[config.mk]
export PLATFORM = sky130hd
export DESIGN_NAME = round_robin_task_scheduler_unit
export DESIGN_NICKNAME = d
export VERILOG_FILES = /design/src/hw/rtl/rrts_pkg.sv /design/src/hw/rtl/round_robin_task_scheduler_unit.sv /design/src/hw/rtl/rrts_ready_q.sv
export SDC_FILE = /design/constraint.sdc
export NUM_CORES = 1
export LEC_CHECK = 0
export BUFFER_PORTS_ARGS = -buffer_cell sky130_fd_sc_hd__buf_2
export CAP_MARGIN = 20
export CORE_AREA = 5 5 291 293
export DETAILED_ROUTE_END_ITERATION = 8
export DIE_AREA = 0 0 296 298
export SYNTH_ARGS = -nofsm -noshare
export SYNTH_HDL_FRONTEND = slang
export SYNTH_SLANG_ARGS = --single-unit
[constraint.sdc]
create_clock -name clk -period 4.7 [get_ports clk]
set_input_delay 0.705 -clock clk [delete_from_list [all_inputs] [get_ports clk]]
set_output_delay 0.705 -clock clk [all_outputs]
set_load 0.02 [all_outputs]
[src/hw/rtl/rrts_pkg.sv]
// Shared types, codes and defaults for the round-robin task scheduler.
package rrts_pkg;

  localparam int TaskSlotsDefault = 8;
  localparam int LockCountDefault = 8;

  localparam logic [2:0] OP_TICK   = 3'd0;
  localparam logic [2:0] OP_CREATE = 3'd1;
  localparam logic [2:0] OP_YIELD  = 3'd2;
  localparam logic [2:0] OP_SLEEP  = 3'd3;
  localparam logic [2:0] OP_EXIT   = 3'd4;
  localparam logic [2:0] OP_LOCK   = 3'd5;
  localparam logic [2:0] OP_UNLOCK = 3'd6;

  localparam logic [2:0] STS_OK      = 3'd0;
  localparam logic [2:0] STS_BAD_ID  = 3'd1;
  localparam logic [2:0] STS_NOT_OWN = 3'd2;
  localparam logic [2:0] STS_FULL    = 3'd3;
  localparam logic [2:0] STS_NO_RUN  = 3'd4;

  typedef enum logic [1:0] {
    TS_UNUSED  = 2'd0,
    TS_READY   = 2'd1,
    TS_SLEEP   = 2'd2,
    TS_BLOCKED = 2'd3
  } task_st_t;

  typedef enum logic [2:0] {
    S_IDLE,
    S_EXEC,
    S_SCAN,
    S_UNLK_RD,
    S_UNLK_WR,
    S_ROT,
    S_DONE
  } state_t;

  // ready queue command: push the given id and/or pop the head
  typedef struct packed {
    logic push;
    logic pop;
  } rq_cmd_t;

endpackage

[src/hw/rtl/round_robin_task_scheduler_unit.sv]
// Top level of the round-robin task scheduler.
// One request at a time. Create, a disabled tick and any request that leaves the running
// task in place go through accept, execute and result. A request that switches tasks (yield,
// sleep, exit, a blocking lock, unlock) adds a ready-queue rotate step before the result.
// Unlock with a waiter first makes one waiter memory read before the handoff. An enabled
// tick reads the wake-time memory one slot per cycle to find due sleepers, then rotates.
// Wake times and mutex wait queues live in synchronous memories; a request is taken only
// while the result register is free or being emptied in the same cycle.
module round_robin_task_scheduler_unit #(
  parameter int TASK_SLOTS = rrts_pkg::TaskSlotsDefault,
  parameter int LOCK_COUNT = rrts_pkg::LockCountDefault
) (
  input  logic        clk,
  input  logic        rst,
  input  logic        cfg_write_enable,
  input  logic        cfg_write_data,
  input  logic        req_valid,
  output logic        req_stall,
  input  logic [2:0]  operation,
  input  logic [31:0] sleep_ticks,
  input  logic [7:0]  mutex_id,
  output logic        rsp_valid,
  input  logic        rsp_stall,
  output logic [2:0]  running_id,
  output logic        running_ok,
  output logic [2:0]  result_status,
  output logic [2:0]  created_id,
  output logic [31:0] time_now
);
  import rrts_pkg::*;

  localparam int TW  = $clog2(TASK_SLOTS);
  localparam int CW  = $clog2(TASK_SLOTS + 1);
  localparam int LW  = (LOCK_COUNT > 1) ? $clog2(LOCK_COUNT) : 1;
  localparam int WD  = LOCK_COUNT * TASK_SLOTS;
  localparam int WAW = $clog2(WD);

  state_t state, state_next;

  logic          scheduler_enable;
  logic [2:0]    op;
  logic [31:0]   ticks;
  logic [7:0]    mid;
  logic [2:0]    status;
  logic [TW-1:0] created;
  logic [31:0]   tick_counter;
  logic [TW-1:0] cur;
  logic          cur_valid;

  task_st_t      task_state [TASK_SLOTS];
  logic          lock_held  [LOCK_COUNT];
  logic [TW-1:0] lock_owner [LOCK_COUNT];
  logic [TW-1:0] whead      [LOCK_COUNT];
  logic [CW-1:0] wcount     [LOCK_COUNT];

  logic [31:0]   wake_mem [TASK_SLOTS];
  logic [31:0]   wake_rd;
  logic [TW-1:0] wake_addr;
  logic [TW-1:0] waiter_mem [WD];
  logic [TW-1:0] waiter_rd;
  logic [WAW-1:0] waiter_raddr;
  logic [WAW-1:0] waiter_waddr;

  logic [CW-1:0] scan_cnt;
  logic          rd_vld;
  logic [TW-1:0] rd_idx;

  rq_cmd_t       q_cmd;
  logic [TW-1:0] q_push_id;
  logic [TW-1:0] q_head;
  logic          q_nonempty;

  logic          accept;
  logic          bad_id;
  logic [LW-1:0] m;
  logic          free_found;
  logic [TW-1:0] free_idx;
  logic [TW:0]   wtail_sum;
  logic [TW-1:0] wtail;
  logic [TW-1:0] whead_inc;
  logic          due;

  rrts_ready_q #(.TASK_SLOTS(TASK_SLOTS)) u_ready_q (
    .clk      (clk),
    .rst      (rst),
    .cmd      (q_cmd),
    .push_id  (q_push_id),
    .head_id  (q_head),
    .nonempty (q_nonempty)
  );

  assign req_stall = (state != S_IDLE) || (rsp_valid && rsp_stall);
  assign accept    = req_valid && !req_stall;
  assign bad_id    = {1'b0, mid} >= 9'(LOCK_COUNT);
  assign m         = mid[LW-1:0];
  assign wake_addr = scan_cnt[TW-1:0];
  assign due       = rd_vld && (task_state[rd_idx] == TS_SLEEP) && (tick_counter >= wake_rd);

  always_comb begin
    free_found = 1'b0;
    free_idx   = '0;
    for (int i = TASK_SLOTS - 1; i >= 0; i--) begin
      if (task_state[i] == TS_UNUSED) begin
        free_found = 1'b1;
        free_idx   = TW'(i);
      end
    end
    wtail_sum = (TW+1)'(whead[m]) + (TW+1)'(wcount[m]);
    if (wtail_sum >= (TW+1)'(TASK_SLOTS)) begin
      wtail_sum = wtail_sum - (TW+1)'(TASK_SLOTS);
    end
    wtail        = wtail_sum[TW-1:0];
    whead_inc    = (whead[m] == TW'(TASK_SLOTS - 1)) ? '0 : whead[m] + 1'b1;
    waiter_raddr = WAW'(m) * WAW'(TASK_SLOTS) + WAW'(whead[m]);
    waiter_waddr = WAW'(m) * WAW'(TASK_SLOTS) + WAW'(wtail);
  end

  // ready queue requests per state
  always_comb begin
    q_cmd     = '0;
    q_push_id = cur;
    unique case (state)
      S_EXEC: begin
        if (op == OP_CREATE && free_found) begin
          q_cmd.push = 1'b1;
          q_push_id  = free_idx;
        end
      end
      S_SCAN: begin
        q_cmd.push = due;
        q_push_id  = rd_idx;
      end
      S_UNLK_WR: begin
        q_cmd.push = 1'b1;
        q_push_id  = waiter_rd;
      end
      S_ROT: begin
        q_cmd.push = cur_valid && (task_state[cur] == TS_READY);
        q_cmd.pop  = 1'b1;
      end
      default: begin
        q_cmd = '0;
      end
    endcase
  end

  always_comb begin
    state_next = state;
    unique case (state)
      S_IDLE: if (accept) state_next = S_EXEC;
      S_EXEC: begin
        state_next = S_DONE;
        unique case (op)
          OP_TICK:  if (scheduler_enable) state_next = S_SCAN;
          OP_YIELD: state_next = S_ROT;
          OP_SLEEP, OP_EXIT: if (cur_valid) state_next = S_ROT;
          OP_LOCK: begin
            if (!bad_id && cur_valid && lock_held[m] && lock_owner[m] != cur) begin
              state_next = S_ROT;
            end
          end
          OP_UNLOCK: begin
            if (!bad_id && cur_valid && lock_held[m] && lock_owner[m] == cur) begin
              state_next = (wcount[m] != '0) ? S_UNLK_RD : S_ROT;
            end
          end
          default: state_next = S_DONE;
        endcase
      end
      S_SCAN:    if (!rd_vld && scan_cnt == CW'(TASK_SLOTS)) state_next = S_ROT;
      S_UNLK_RD: state_next = S_UNLK_WR;
      S_UNLK_WR: state_next = S_ROT;
      S_ROT:     state_next = S_DONE;
      S_DONE:    state_next = S_IDLE;
      default:   state_next = S_IDLE;
    endcase
  end

  always_ff @(posedge clk) begin
    if (rst) state <= S_IDLE;
    else     state <= state_next;
  end

  // memories: registered reads
  always_ff @(posedge clk) begin
    wake_rd   <= wake_mem[wake_addr];
    waiter_rd <= waiter_mem[waiter_raddr];
    if (state == S_EXEC && op == OP_SLEEP && cur_valid && ticks != '0) begin
      wake_mem[cur] <= tick_counter + ticks;
    end
    if (state == S_EXEC && op == OP_LOCK && !bad_id && cur_valid && lock_held[m]
        && lock_owner[m] != cur && wcount[m] < CW'(TASK_SLOTS)) begin
      waiter_mem[waiter_waddr] <= cur;
    end
  end

  always_ff @(posedge clk) begin
    if (accept) begin
      op    <= operation;
      ticks <= sleep_ticks;
      mid   <= mutex_id;
    end
    if (state == S_DONE) begin
      running_id    <= cur_valid ? 3'(cur) : 3'd0;
      running_ok    <= cur_valid;
      result_status <= status;
      created_id    <= 3'(created);
      time_now      <= tick_counter;
    end
  end

  always_ff @(posedge clk) begin
    if (rst) begin
      scheduler_enable <= 1'b0;
      tick_counter     <= '0;
      cur              <= '0;
      cur_valid        <= 1'b0;
      status           <= STS_OK;
      created          <= '0;
      rsp_valid        <= 1'b0;
      scan_cnt         <= '0;
      rd_vld           <= 1'b0;
      rd_idx           <= '0;
      for (int i = 0; i < TASK_SLOTS; i++) begin
        task_state[i] <= (i == 0) ? TS_READY : TS_UNUSED;
      end
      for (int i = 0; i < LOCK_COUNT; i++) begin
        lock_held[i]  <= 1'b0;
        lock_owner[i] <= '0;
        whead[i]      <= '0;
        wcount[i]     <= '0;
      end
    end else begin
      if (cfg_write_enable) scheduler_enable <= cfg_write_data;
      if (rsp_valid && !rsp_stall) rsp_valid <= 1'b0;
      if (accept) begin
        status  <= STS_OK;
        created <= '0;
      end
      unique case (state)
        S_EXEC: begin
          scan_cnt <= '0;
          rd_vld   <= 1'b0;
          unique case (op)
            OP_TICK: tick_counter <= tick_counter + 32'd1;
            OP_CREATE: begin
              if (!free_found) begin
                status <= STS_FULL;
              end else begin
                task_state[free_idx] <= TS_READY;
                created              <= free_idx;
              end
            end
            OP_SLEEP: begin
              if (!cur_valid) status <= STS_NO_RUN;
              else if (ticks != '0) task_state[cur] <= TS_SLEEP;
            end
            OP_EXIT: begin
              if (!cur_valid) status <= STS_NO_RUN;
              else task_state[cur] <= TS_UNUSED;
            end
            OP_LOCK: begin
              if (bad_id) status <= STS_BAD_ID;
              else if (!cur_valid) status <= STS_NO_RUN;
              else if (!lock_held[m]) begin
                lock_held[m]  <= 1'b1;
                lock_owner[m] <= cur;
              end else if (lock_owner[m] != cur) begin
                task_state[cur] <= TS_BLOCKED;
                if (wcount[m] < CW'(TASK_SLOTS)) wcount[m] <= wcount[m] + 1'b1;
              end
            end
            OP_UNLOCK: begin
              if (bad_id) status <= STS_BAD_ID;
              else if (!cur_valid) status <= STS_NO_RUN;
              else if (!lock_held[m] || lock_owner[m] != cur) status <= STS_NOT_OWN;
              else if (wcount[m] == '0) lock_held[m] <= 1'b0;
            end
            default: status <= STS_OK;
          endcase
        end
        S_SCAN: begin
          // issue one wake-time read per cycle, test the slot read last cycle
          if (scan_cnt != CW'(TASK_SLOTS)) begin
            rd_vld   <= 1'b1;
            rd_idx   <= scan_cnt[TW-1:0];
            scan_cnt <= scan_cnt + 1'b1;
          end else begin
            rd_vld <= 1'b0;
          end
          if (due) task_state[rd_idx] <= TS_READY;
        end
        S_UNLK_WR: begin
          whead[m]              <= whead_inc;
          wcount[m]             <= wcount[m] - 1'b1;
          lock_owner[m]         <= waiter_rd;
          task_state[waiter_rd] <= TS_READY;
        end
        S_ROT: begin
          cur_valid <= q_nonempty;
          if (q_nonempty) cur <= q_head;
        end
        S_DONE: rsp_valid <= 1'b1;
        default: begin
        end
      endcase
    end
  end

endmodule

[src/hw/rtl/rrts_ready_q.sv]
// Ready queue of task ids: FIFO with push and pop in the same cycle.
module rrts_ready_q #(
  parameter int TASK_SLOTS = rrts_pkg::TaskSlotsDefault
) (
  input  logic                          clk,
  input  logic                          rst,
  input  rrts_pkg::rq_cmd_t             cmd,
  input  logic [$clog2(TASK_SLOTS)-1:0] push_id,
  output logic [$clog2(TASK_SLOTS)-1:0] head_id,
  output logic                          nonempty
);
  import rrts_pkg::*;

  localparam int TW = $clog2(TASK_SLOTS);
  localparam int CW = $clog2(TASK_SLOTS + 1);

  logic [TW-1:0] fifo [TASK_SLOTS];
  logic [TW-1:0] head;
  logic [CW-1:0] count;
  logic          push_ok;
  logic          pop_ok;
  logic [TW:0]   tail_sum;
  logic [TW-1:0] tail;
  logic [TW-1:0] head_inc;

  assign push_ok  = cmd.push && (count < CW'(TASK_SLOTS));
  assign nonempty = (count != '0) || push_ok;
  assign pop_ok   = cmd.pop && nonempty;
  assign head_id  = (count == '0) ? push_id : fifo[head];

  always_comb begin
    tail_sum = (TW+1)'(head) + (TW+1)'(count);
    if (tail_sum >= (TW+1)'(TASK_SLOTS)) begin
      tail_sum = tail_sum - (TW+1)'(TASK_SLOTS);
    end
    tail = tail_sum[TW-1:0];
    head_inc = (head == TW'(TASK_SLOTS - 1)) ? '0 : head + 1'b1;
  end

  always_ff @(posedge clk) begin
    if (rst) begin
      head    <= '0;
      count   <= CW'(1);
      fifo[0] <= '0;
    end else begin
      if (push_ok) begin
        fifo[tail] <= push_id;
      end
      if (pop_ok) begin
        head <= head_inc;
      end
      count <= count + CW'(push_ok) - CW'(pop_ok);
    end
  end

endmodule

Word level (Yosys, flattened, before mapping)
Memories as Yosys holds them, arrays and structs flattened. A register that Yosys moved wholly into a read port is not among the register bits.
Cells that the tools add are included.
{"block": "totals", "reg_bits": 144, "mem_bits_rw": 576, "inputBits": 49, "output_inout_bits": 44, "elab_cells": 295, "n_memories": 8}
{"block": "classes", "n_addsub": 15, "n_lt_le_gt_ge": 6, "n_eq_ne": 23, "mux": 155, "bitwise_logic": 5, "n_reduce_logical": 63}
{"memory": "wake_mem", "depth": 8, "word_bits": 32, "read_ports": 1, "rd_clocked_by_memory_dff": 1, "wr": 1, "line": "round_robin_task_scheduler_unit.sv:56", "rtl": "logic [31:0] wake_mem [TASK_SLOTS];"}
{"memory": "waiter_mem", "depth": 64, "word_bits": 3, "read_ports": 1, "rd_clocked_by_memory_dff": 1, "wr": 1, "line": "round_robin_task_scheduler_unit.sv:59", "rtl": "logic [TW-1:0] waiter_mem [WD];"}
{"memory": "wcount", "depth": 8, "word_bits": 4, "read_ports": 1, "rd_clocked_by_memory_dff": 1, "wr": 8, "line": "round_robin_task_scheduler_unit.sv:54", "rtl": "logic [CW-1:0] wcount [LOCK_COUNT];"}
{"memory": "lock_owner", "depth": 8, "word_bits": 3, "read_ports": 1, "rd_clocked_by_memory_dff": 1, "wr": 8, "line": "round_robin_task_scheduler_unit.sv:52", "rtl": "logic [TW-1:0] lock_owner [LOCK_COUNT];"}
{"memory": "u_ready_q.fifo", "depth": 8, "word_bits": 3, "read_ports": 1, "rd_clocked_by_memory_dff": 1, "wr": 1, "line": "rrts_ready_q.sv:17", "rtl": "logic [TW-1:0] fifo [TASK_SLOTS];"}
{"memory": "whead", "depth": 8, "word_bits": 3, "read_ports": 1, "rd_clocked_by_memory_dff": 1, "wr": 8, "line": "round_robin_task_scheduler_unit.sv:53", "rtl": "logic [TW-1:0] whead [LOCK_COUNT];"}
{"memory": "+2 memories"}
{"operator": "$mux 3", "count": 49}
{"operator": "$mux 1", "count": 88}
{"operator": "$add 32x1->32 const B", "count": 1}
{"operator": "$add 32x32->32", "count": 1}
{"operator": "$ge 32x32->1", "count": 1}
{"operator": "$reduce_bool 32->1", "count": 1}
{"operator": "$pmux 3 s5", "count": 2}
{"operator": "$eq 3x3->1 const B", "count": 8}
{"operator": "$logic_and 1x1->1", "count": 23}
{"operator": "$pmux 3 s6", "count": 1}
{"operator": "$logic_not 2->1", "count": 8}
{"operator": "$mux 2", "count": 8}
{"operator": "$add 6x3->6", "count": 2}
{"operator": "$eq 3x2->1 const B", "count": 4}
{"operator": "$mux 4", "count": 3}
{"operator": "$reduce_and 2->1", "count": 5}
{"operator": "$reduce_or 2->1", "count": 5}
{"operator": "$pmux 3 s3", "count": 1}
{"operator": "$reduce_or 3->1", "count": 3}
{"operator": "$add 3x4->4", "count": 2}
{"operator": "$add 4x1->4 const B", "count": 2}
{"operator": "$ge 4x4->1 const B", "count": 2}
{"operator": "$ge 8x4->1 const B", "count": 1}
{"operator": "$lt 4x4->1 const B", "count": 2}
{"operator": "other kinds (26)", "count": 44}

Logic depth before layout (Yosys ltp)
An unclocked memory read counts as a cell.
{"block": "depth", "depth_word": 20, "mapped_depth": 17, "mapped_depth_nobuf": 16}

Modules after synthesis
From an unflattened synthesis, not the netlist that was laid out.
{"block": "hier_totals", "cells_unflattened": 2368, "area_unflattened_um2": 33138.0}
{"mod": "round_robin_task_scheduler_unit", "instances": 1, "cells_per_inst": 2252, "area_per_inst_um2": 31576.5, "seq_area_each_um2": 21110.2}
{"mod": "rrts_ready_q", "instances": 1, "cells_per_inst": 116, "area_per_inst_um2": 1561.5, "seq_area_each_um2": 920.9}

Worst setup path after synthesis
OpenSTA, ideal clock, no wires.
{"block": "synth_path", "path_type": "register -> register", "start": "register cur[1], read port of u_ready_q.fifo", "end": "memory wake_mem[2][0], enable pin", "arrival_ns": 3.989, "path_slack_ns": 0.250, "stages_incl_launch_ff": 5, "n_path_buf": 2, "synth_period_minus_slack_ns": 4.450, "cell_sequence": "dfxtp_1 clkbuf_1 clkbuf_1 nand2_1 nor3_1"}
{"item": "from (decl)", "line": "round_robin_task_scheduler_unit.sv:47", "rtl": "logic [TW-1:0] cur;"}
{"item": "to (decl)", "line": "round_robin_task_scheduler_unit.sv:56"}
Straight into the memory's write port.

Final worst setup path
{"block": "layout_path", "start": "register tick_counter[0]", "end": "memory wake_mem[7][30], data pin"}
{"block": "layout_via", "elab_chain_len": 1}
{"item": "from (decl)", "line": "round_robin_task_scheduler_unit.sv:46", "rtl": "logic [31:0] tick_counter;"}
{"item": "from (signal assigned)", "line": "round_robin_task_scheduler_unit.sv:245", "rtl": "OP_TICK: tick_counter <= tick_counter + 32'd1;"}
{"item": "$add 32x32->32", "line": "round_robin_task_scheduler_unit.sv:189", "rtl": "wake_mem[cur] <= tick_counter + ticks;"}
No other way between the ends.

==> metrics.cfg <==
[clocking]
cts_buffers = 80
cts_tree = built
cts_resized = 0
clk-insertion-delay-late_ns = 0.62
clk_pin_slew_ns = 0.06
clock_path_buffers = 3
postCtsHoldBufs = 0
cts_setup_buffers = 0
clock-sinks = 764
clock_tree.root_cell = clkbuf_16
cts-htree-levels = 3

[grt]
grt_use_total = 0.1785
overflow = 0
antenna_found_initial = 3
grt_pass1_wl_um = 121700
grt_max_degree = 99
grt_pass1_vias = 20260

[layout]
area_delta_synth_final_pct = 13.35
drive_gt1_frac = 0.1746
nNetsFinal = 2615
fin_cells = 3619
antenna_cells = 0

[floorplan]
num_io_pins = 93
rows = 105
fp.dieH_um = 298
initial_utilization = 0.4063
die-area_um2 = 88210
core_um2 = 81580
die_w_um = 296

[route]
drt-initial-drc-count = 1684
wirelength_um = 79230
ant_nets = 0
wl_per_cell_um = 21.89
drc = 0
drt_pre_antenna_iters = 7
vias = 19980
viasPerCell = 5.522

[pwr]
finalPower_w = 0.01910
ir_worst_vdd_mv = 0.3706
power.density_nw_per_um2 = 508.2
p_leak_nw = 13.13

[setup_path]
cp-end-kind = register
critPathMaxFanout = 8
path_class = register to register
cp.required_ns = 5.03
crit_arrival_ns = 4.53
start_kind = register

[timing]
fin_crit_sh = 0.8933
final_hold_viol_count = 0
tightest_slew_ns = 0.9832
finalCriticalPeriod_ns = 4.199
slew_violations = 0
worst_slack_ns = 0.5015
fin_skew_ns = 0.02684
slew-limit-headroom = 0.3430
tns_ns = 0
max_freq_ghz = 0.2382
rsz0062_at_grt = false
setup_violations = 0

[synth]
syn_inst = 2370
syn_nets = 2502
seq_area_frac_synth = 0.6610
ys_ff_latch = 764
async_flop_share = 0
synth_edf_count = 661
yosysTopAreaCell = edfxtp_1
netlist.area_leader.share = 0.5988
syn_avg_cell_area_um2 = 13.99
synth_cell_types = 91
synth_ff_type = edfxtp_1
synth_area_um2 = 33150
yosys-top-cells-area = edfxtp_1, mux4_2, dfxtp_1, nor2_1, ha_1
yosysWarnings = 0

[place]
dp.final_hpwl_um = 51910
place_congestion = 0.8516
dp_slack_ns = 0.4583
port_buffers = 92
dpl.cell_count = 3470

[min_path]
hold_path.class = input port to register

[outcome]
status = finished clean

[job]
drv_cap = 0

==> cells in the final DEF (no fill, tap or decap), types with 29 or more instances in the layout <==
cell type  count
dfxtp_1       97
nand2_1      250
a21o_1        34
edfxtp_1     661
nor3_1        32
clkbuf_16     82
mux2i_1       33
a21oi_1       92
and3_1        52
mux4_2        99
nor2_1       261
buf_2         91
inv_1         69
o21ai_0       31
buf_4         50
mux2_2        33
xor2_1        39
xnor2_1       29
ha_1          78
==> cells in the mapped netlist (27+ instances only) <==
master    count
inv_1        71
nor2_1      267
ha_1         78
mux2_2       33
xnor2_1      29
clkbuf_1     74
dfxtp_1     103
nor3_1       34
o21ai_0      31
nand2_1     250
and3_1       52
a21oi_1      92
o21bai_1     27
a21o_1       34
mux2i_1      34
edfxtp_1    661
mux4_2       99
xor2_1       39
==> power breakdown <==
part           internal [W]  switching (W)
clock network       0.00362        0.00258
logic               0.00176        0.00291
registers           0.00789       0.000341
==> state kept, by name, indices dropped and copies added, names as in the netlist, 4 cells and up, named ones only <==
signal	flops
time_now	32
wake_rd	32
lock_owner	24
task_state	16
whead	24
scan_cnt	4
waiter_mem	192
u_ready_q.count	4
wcount	32
ticks	32
mid	8
tick_counter	32
wake_mem	256
lock_held	8
u_ready_q.fifo	24
==> critical path: stages (launching register included) <==
cell	delay [ns]
dfxtp_1	0.45
ha_1	0.22
inv_1	0.06
fa_1	0.40
nor2b_1	0.19
o2111ai_1	0.16
a31oi_1	0.30
a221oi_1	0.22
o31ai_1	0.56
o211ai_1	0.31
o31ai_1	0.40
a311oi_1	0.17
xnor2_1	0.49
==> per-stage QoR <==
step / instance area, µm² / util / hold slack (ns)
finish: 37580 / 0.4606 / 0.2573
global route: 37580 / 0.4606 / 0.2246
CTS: 37560 / 0.4604 / 0.2180
detailed placement: 34990 / 0.4288 / 0.4252
global placement: 34990 / 0.4288 / 0.4251
floorplan: 33150 / - / 0.4081
==> routing by layer <==
metal,routed length (µm),up-vias,part of all wire,track usage
met5,0,-,0,0
met3,5566,151,0.070,0.03575
li1,-,9150,-,-
met1,34440,9991,0.43,0.2516
met2,37220,692,0.47,0.2848
met4,2007,0,0.025,0.04912
==> cell families after synthesis <==
kind of cell               count (synthesis)  share of synthesized area
AOI/OAI and AO/OA                        339                    0.07062
xor gates and xnor gates                  68                    0.01797
adders and majority gates                 83                    0.03246
buffers and inverters                    188                    0.02268
DFF                                      764                     0.6610
muxes                                    170                    0.09100
and+or+nand+nor                          758                     0.1043
==> final timing paths <==
kind                                start                    endpoint  slack [ns]  cells after the start
max          tick_counter[0]$_SDFFE_PP0P_   wake_mem[7][30]$_DFFE_PP_        0.50                     12
min                       sleep_ticks[17]         ticks[17]$_DFFE_PP_        0.26                      1
max reg2reg  tick_counter[0]$_SDFFE_PP0P_   wake_mem[7][30]$_DFFE_PP_        0.50                     12
min reg2reg          status[1]$_SDFF_PP0_  result_status[1]$_DFFE_PP_        0.44                      0
==> area by class of cell <==
type | instances | area, µm²
fillers | 7105 | 44010
flip-flops and latches | 764 | 21920
multi-input cells | 1418 | 10560
clock buffers | 113 | 2208
well taps | 1070 | 1339
repair buffers | 145 | 905.9
clock inverters | 35 | 365.4
inverters | 74 | 281.5
Note: power is estimated with default switching activity, not from simulation.
